File: config.mk
export PLATFORM = sky130hd
export DESIGN_NAME = ftdh_ctrl
export DESIGN_NICKNAME = d
export VERILOG_FILES = /design/src/design/ftdh_pkg.sv /design/src/design/ftdh_ctrl.sv
export SDC_FILE = /design/constraint.sdc
export NUM_CORES = 1
export LEC_CHECK = 0
export CAP_MARGIN = 20
export CORE_MARGIN = 2
export CORE_UTILIZATION = 48
export CTS_CLUSTER_SIZE = 25
export DETAILED_ROUTE_END_ITERATION = 7
export DONT_BUFFER_PORTS = 1
export PLACE_DENSITY = 0.77
export SYNTH_ARGS = -nofsm -noshare
export SYNTH_HDL_FRONTEND = slang
export SYNTH_SLANG_ARGS = --single-unit
File: constraint.sdc
create_clock -name clk -period 1.5 [get_ports clk]
set_input_delay 0.225 -clock clk [delete_from_list [all_inputs] [get_ports clk]]
set_output_delay 0.225 -clock clk [all_outputs]
set_load 0.05 [all_outputs]
File: src/design/ftdh_pkg.sv
// ftdh_pkg: types, constants and codes for the flow table with deadline heap
// used by ftdh_ctrl, ftdh_dp and the top level; depends on nothing

package ftdh_pkg;

  localparam int CAPACITY = 1024;
  localparam int ADDR_W   = (CAPACITY > 1) ? $clog2(CAPACITY) : 1;
  localparam int CNT_W    = $clog2(CAPACITY + 1);
  localparam int CFG_W    = 11;
  localparam int CMP_W    = (CNT_W > CFG_W) ? CNT_W : CFG_W;

  // command codes
  localparam logic [2:0] CMD_RESERVE = 3'd0;
  localparam logic [2:0] CMD_FIND    = 3'd1;
  localparam logic [2:0] CMD_TOUCH   = 3'd2;
  localparam logic [2:0] CMD_REMOVE  = 3'd3;
  localparam logic [2:0] CMD_EXPIRE  = 3'd4;

  // result status codes
  localparam logic [1:0] ST_DONE     = 2'd0;
  localparam logic [1:0] ST_PRESENT  = 2'd1;
  localparam logic [1:0] ST_REJECTED = 2'd2;
  localparam logic [1:0] ST_MISSING  = 2'd3;

  // configuration register indexes
  localparam logic REG_FLOW_LIMIT     = 1'b0;
  localparam logic REG_CLEANUP_BUDGET = 1'b1;

  typedef struct packed {
    logic [63:0] addr;
    logic [31:0] ports;
    logic [63:0] dl;
  } entry_t;

  typedef enum logic [4:0] {
    OP_NONE,
    OP_LOAD,
    OP_SCAN_RD,
    OP_SCAN_HIT,
    OP_SCAN_NEXT,
    OP_ST_DUP,
    OP_ST_MISS,
    OP_FIND_HIT,
    OP_REJECT,
    OP_INSERT,
    OP_TOUCH_SET,
    OP_EXP_START_CLEAN,
    OP_EXP_START_CMD,
    OP_EXP_RD_TOP,
    OP_EXP_TAKE,
    OP_EXP_END,
    OP_RM_RD_LAST,
    OP_RM_GOT,
    OP_DN_RD_L,
    OP_DN_GOT_L,
    OP_DN_GOT_R,
    OP_DN_MOVE,
    OP_UP_RD,
    OP_UP_MOVE,
    OP_WRITE_E,
    OP_RESULT
  } dp_op_t;

  typedef enum logic [4:0] {
    S_IDLE,
    S_SCAN,
    S_SCAN_CHK,
    S_DISP_HIT,
    S_DISP_MISS,
    S_RES_DEC,
    S_EXP_CHK,
    S_EXP_TOP,
    S_EXP_END,
    S_RM_LAST,
    S_RM_GOT,
    S_RM_CHK,
    S_DN_CHK,
    S_DN_GOTL,
    S_DN_GOTR,
    S_DN_DEC,
    S_UP_CHK,
    S_UP_GOT,
    S_WR_E,
    S_DONE
  } state_t;

  typedef struct packed {
    logic [2:0] cmd;
    logic       idx_end;
    logic       match;
    logic       full;
    logic       exp_go;
    logic       top_due;
    logic       idx_lt_cnt;
    logic       l_ok;
    logic       r_ok;
    logic       sel_child;
    logic       moved;
    logic       at_root;
    logic       parent_le;
    logic       dl_equal;
    logic       dl_later;
    logic       in_expire;
    logic       out_free;
  } ctl_status_t;

endpackage

File: src/design/ftdh_ctrl.sv
// ftdh_ctrl: sequencer for lookup, heap sifts, removal and expiry
// depends on ftdh_pkg

module ftdh_ctrl (
  input  logic                 clk,
  input  logic                 rst,
  input  logic                 in_valid,
  output logic                 in_ready,
  input  ftdh_pkg::ctl_status_t st,
  output ftdh_pkg::dp_op_t      op
);
  import ftdh_pkg::*;

  state_t state, state_next;

  // state register
  always_ff @(posedge clk) begin
    if (rst) begin
      state <= S_IDLE;
    end else begin
      state <= state_next;
    end
  end

  // next state
  always_comb begin
    state_next = state;
    case (state)
      S_IDLE:      if (in_valid) state_next = S_SCAN;
      S_SCAN:      state_next = st.idx_end ? S_DISP_MISS : S_SCAN_CHK;
      S_SCAN_CHK:  state_next = st.match ? S_DISP_HIT : S_SCAN;
      S_DISP_HIT: begin
        case (st.cmd)
          CMD_TOUCH: begin
            if (st.dl_equal) state_next = S_DONE;
            else if (st.dl_later) state_next = S_DN_CHK;
            else state_next = S_UP_CHK;
          end
          CMD_REMOVE: state_next = S_RM_LAST;
          CMD_EXPIRE: state_next = S_EXP_CHK;
          default:    state_next = S_DONE;
        endcase
      end
      S_DISP_MISS: begin
        case (st.cmd)
          CMD_RESERVE: state_next = st.full ? S_EXP_CHK : S_RES_DEC;
          CMD_EXPIRE:  state_next = S_EXP_CHK;
          default:     state_next = S_DONE;
        endcase
      end
      S_RES_DEC:   state_next = st.full ? S_DONE : S_UP_CHK;
      S_EXP_CHK:   state_next = st.exp_go ? S_EXP_TOP : S_EXP_END;
      S_EXP_TOP:   state_next = st.top_due ? S_RM_LAST : S_EXP_END;
      S_EXP_END:   state_next = (st.cmd == CMD_RESERVE) ? S_RES_DEC : S_DONE;
      S_RM_LAST:   state_next = S_RM_GOT;
      S_RM_GOT:    state_next = S_RM_CHK;
      S_RM_CHK: begin
        if (st.idx_lt_cnt) state_next = S_DN_CHK;
        else state_next = st.in_expire ? S_EXP_CHK : S_DONE;
      end
      S_DN_CHK: begin
        if (st.l_ok) state_next = S_DN_GOTL;
        else if (st.cmd == CMD_TOUCH || st.moved) state_next = S_WR_E;
        else state_next = S_UP_CHK;
      end
      S_DN_GOTL:   state_next = st.r_ok ? S_DN_GOTR : S_DN_DEC;
      S_DN_GOTR:   state_next = S_DN_DEC;
      S_DN_DEC: begin
        if (st.sel_child) state_next = S_DN_CHK;
        else if (st.cmd == CMD_TOUCH || st.moved) state_next = S_WR_E;
        else state_next = S_UP_CHK;
      end
      S_UP_CHK:    state_next = st.at_root ? S_WR_E : S_UP_GOT;
      S_UP_GOT:    state_next = st.parent_le ? S_WR_E : S_UP_CHK;
      S_WR_E:      state_next = st.in_expire ? S_EXP_CHK : S_DONE;
      S_DONE:      if (st.out_free) state_next = S_IDLE;
      default:     state_next = S_IDLE;
    endcase
  end

  // datapath commands
  always_comb begin
    op       = OP_NONE;
    in_ready = 1'b0;
    case (state)
      S_IDLE: begin
        in_ready = 1'b1;
        if (in_valid) op = OP_LOAD;
      end
      S_SCAN:      if (!st.idx_end) op = OP_SCAN_RD;
      S_SCAN_CHK:  op = st.match ? OP_SCAN_HIT : OP_SCAN_NEXT;
      S_DISP_HIT: begin
        case (st.cmd)
          CMD_RESERVE: op = OP_ST_DUP;
          CMD_FIND:    op = OP_FIND_HIT;
          CMD_TOUCH:   if (!st.dl_equal) op = OP_TOUCH_SET;
          CMD_EXPIRE:  op = OP_EXP_START_CMD;
          default:     op = OP_NONE;
        endcase
      end
      S_DISP_MISS: begin
        case (st.cmd)
          CMD_RESERVE: if (st.full) op = OP_EXP_START_CLEAN;
          CMD_FIND,
          CMD_TOUCH,
          CMD_REMOVE:  op = OP_ST_MISS;
          CMD_EXPIRE:  op = OP_EXP_START_CMD;
          default:     op = OP_NONE;
        endcase
      end
      S_RES_DEC:   op = st.full ? OP_REJECT : OP_INSERT;
      S_EXP_CHK:   if (st.exp_go) op = OP_EXP_RD_TOP;
      S_EXP_TOP:   if (st.top_due) op = OP_EXP_TAKE;
      S_EXP_END:   op = OP_EXP_END;
      S_RM_LAST:   op = OP_RM_RD_LAST;
      S_RM_GOT:    op = OP_RM_GOT;
      S_DN_CHK:    if (st.l_ok) op = OP_DN_RD_L;
      S_DN_GOTL:   op = OP_DN_GOT_L;
      S_DN_GOTR:   op = OP_DN_GOT_R;
      S_DN_DEC:    if (st.sel_child) op = OP_DN_MOVE;
      S_UP_CHK:    if (!st.at_root) op = OP_UP_RD;
      S_UP_GOT:    if (!st.parent_le) op = OP_UP_MOVE;
      S_WR_E:      op = OP_WRITE_E;
      S_DONE:      if (st.out_free) op = OP_RESULT;
      default:     op = OP_NONE;
    endcase
  end

endmodule

==> flow_summary.toml <==
[clock_network]
clockRootBuffer = "clkbuf_4"
clk_path_buf_depth = 2
htreeDepth = 1
clock_sinks = 5
insertion_delay_ns = 0.27
cts_tree = "built"
clkTransAtPathRegs_ns = 0.07
hold_buffers = 0
cts_buffers = 3

[timing]
setup_ws_ns = -0.5611
whs_ns = 0.01197
fmax_mhz = 485.2
setup_violations = 11
hold_viol = 0
fin_crit_sh = 1.374
relSlewSlack = 0.6717
post-route-min-period_ns = 2.061
drv_slew = 0
worst_slew_pin_slew_ns = 0.4873
rsz0062_at_grt = "yes"
clock_skew_ns = 0.001969

[yosys]
synth_nets = 200
synth_top_area_share = 0.08782
synth_top_area_cell = "dfxtp_1"
ys_warn_count = 0
yosys-top-cells-count = "nor2_1 (20), nand2_1 (16), a21oi_1 (15), o21ai_0 (10), buf_2 (9)"
syn_inst = 178
synth.distinct_cells = 55
synth.avg_cell_area_um2 = 6.404
ys.flop_type = "dfxtp_1"
ys_seq_elements = 5
synth_edf_count = 0
ys_seq_area_frac = 0.08782
syn-cell-area_mm2 = 0.001140
post-synth-top-count-cell = "nor2_1"
synth.area.top_cells = "dfxtp_1 (8.8%), a21oi_1 (6.6%), nor2_1 (6.6%)"
async_flop_share = 0

[setup_path]
timing.rr.end = "state[1]"
critical_path_arrival_ns = 1.84
crit_chain = "or3b_4, nor2_4, nand3_2, a211o_1, nand4_1, buf_12"
reg2reg_from = "state[2]"
reg2reg_slack_ns = -0.47
critical_path.max_stage_delay_ns = 0.43
crit_path_top_delay_cell = "or3b_4"
start_kind = "flip-flop"
end_kind = "output pin"
critPathMaxFanout = 7
reg2regPathDepth = 5
cp.required_ns = 1.27
crit_type = "flip-flop to output pin"

[routing]
drtPass1Iterations = 5
wl_mm = 5.913
drtIter0Drc = 170
wl_per_cell_um = 22.92
vias = 1784
via_per_inst = 6.915
drtAntennaViolNets = 0
drc = 0

[grt]
grt_pass1_vias = 1733
grt_overflow_total = 0
antenna_found_initial = 0
grt_max_degree = 25
grt_pass1_wl_mm = 8.307
grt_util_all_layers = 0.4110

[cells_and_area]
final_area_mm2 = 0.001934
fillers = 124
largest_reg_flops = 5
regMostFlops = "state"
top_regs = "state: 5 flops"
finalNetCount = 253
n_antenna_cell = 0
area_growth_pct = 69.70
drive_gt1_frac = 0.5217
final_util = 0.8661

[hold_path]
hp-class = "input port to flip-flop"
worst_hold_path.num_cells = 1
min_to = "state[3]"
min-delay-start = "rst"

[power_and_ir_drop]
power_leakage_nw = 0.7511
peakVddDrop_v = 0.001800
cellPowerDensity_mw_per_mm2 = 1798
power_mw = 3.479

[place]
dpl_cell_area_mm2 = 0.001521
port_buffers = 0
hpwl_mm = 3.434
gp_congestion = 1.011

[floorplan]
rows = 17
dieArea_mm2 = 0.002780
core-area_mm2 = 0.002233
die-height_um = 52.73
io_pins = 28
initial_core_util = 0.5104
die_x_um = 52.73

[flow_run]
maxCapViolations = 0

[run_status]
outcome = "finished with violations"
violations = "negative setup slack"
==> final cells by class <==
class	count	area, µm²	area share
Timing Repair Buffer	65	569.3	0.2943
Clock buffer	4	26.28	0.01358
Inverter	4	15.01	0.007762
Tap cell	28	35.03	0.01811
Multi-Input combinational cell	152	1172	0.6061
Sequential cell	5	116.4	0.06016
==> logic make-up after synthesis <==
family | synth area share
flops | 0.08782
buf+inv | 0.09658
xor+xnor | 0.007685
compound gates | 0.3623
mux | 0.03513
simple gates | 0.4105
==> stage by stage <==
stage / TNS [ns] / worst slack, ns / instances
5_1_grt: -4.545 / -0.6640 / 258
4_1_cts: -3.120 / -0.5152 / 253
6_report: -4.026 / -0.5611 / 258
2_1_floorplan: -1.167 / -0.4083 / 178
3_5_place_dp: -2.885 / -0.3467 / 236
3_3_place_gp: -2.585 / -0.3424 / 236
==> worst max-delay path by stage <==
stage	startpoint	to	slack (ns)	cells past startpoint
2_1_floorplan	state[3]	op[0]	-0.41	6
3_3_place_gp	state[4]	op[4]	-0.34	7
3_5_place_dp	state[4]	op[4]	-0.35	7
4_1_cts	state[4]	op[0]	-0.52	6
5_1_grt	state[2]	op[0]	-0.66	8
6_report	state[4]	op[0]	-0.56	6
==> layout by cell type, fill, tap and decap left out, types with 3 or more instances in the layout <==
cell and instances:
nor2_1 15, o211ai_1 4, inv_1 4, o21ai_0 5, nand3b_1 3, nor3_1 4
nand3_2 3, nor2_4 4, dfxtp_4 4, mux2i_1 4, or3_4 4, a21oi_1 13
buf_4 49, nand2_2 3, o21ai_1 4, nand2_1 13, clkbuf_4 3, nor2b_1 4
buf_6 13, nand2b_1 5
==> timing repair <==
action | 4_1_cts | 5_1_grt
endpoints found under the setup margin | 11 | 11
buffers inserted | 12 | 6
resized for setup | 43 | 24
gates cloned | 1 | 0
pin swaps | 17 | 18
==> routing by layer <==
layer / vias up / wire length, µm / GRT usage
li1: 767 / - / -
met1: 792 / 2096 / 0.4780
met2: 164 / 2633 / 0.6813
met3: 61 / 657 / 0.08571
met4: 0 / 524 / 0.2479
met5: - / 0 / 0
==> power breakdown <==
part	switching (mW)	internal (mW)
clock	0.0943	0.103
sequential	0.0963	0.197
combinational	1.62	1.37
total	1.81	1.67
==> worst max-delay path, delay by kind of cell, from the launching register on <==
kind	cells	cell delay, ns
AO/OA/AOI/OAI	1	0.27
AND/OR/NAND/NOR	4	0.78
buffers and inverters	1	0.15
flip-flops	1	0.37
Power figures use the tool's default switching activity.
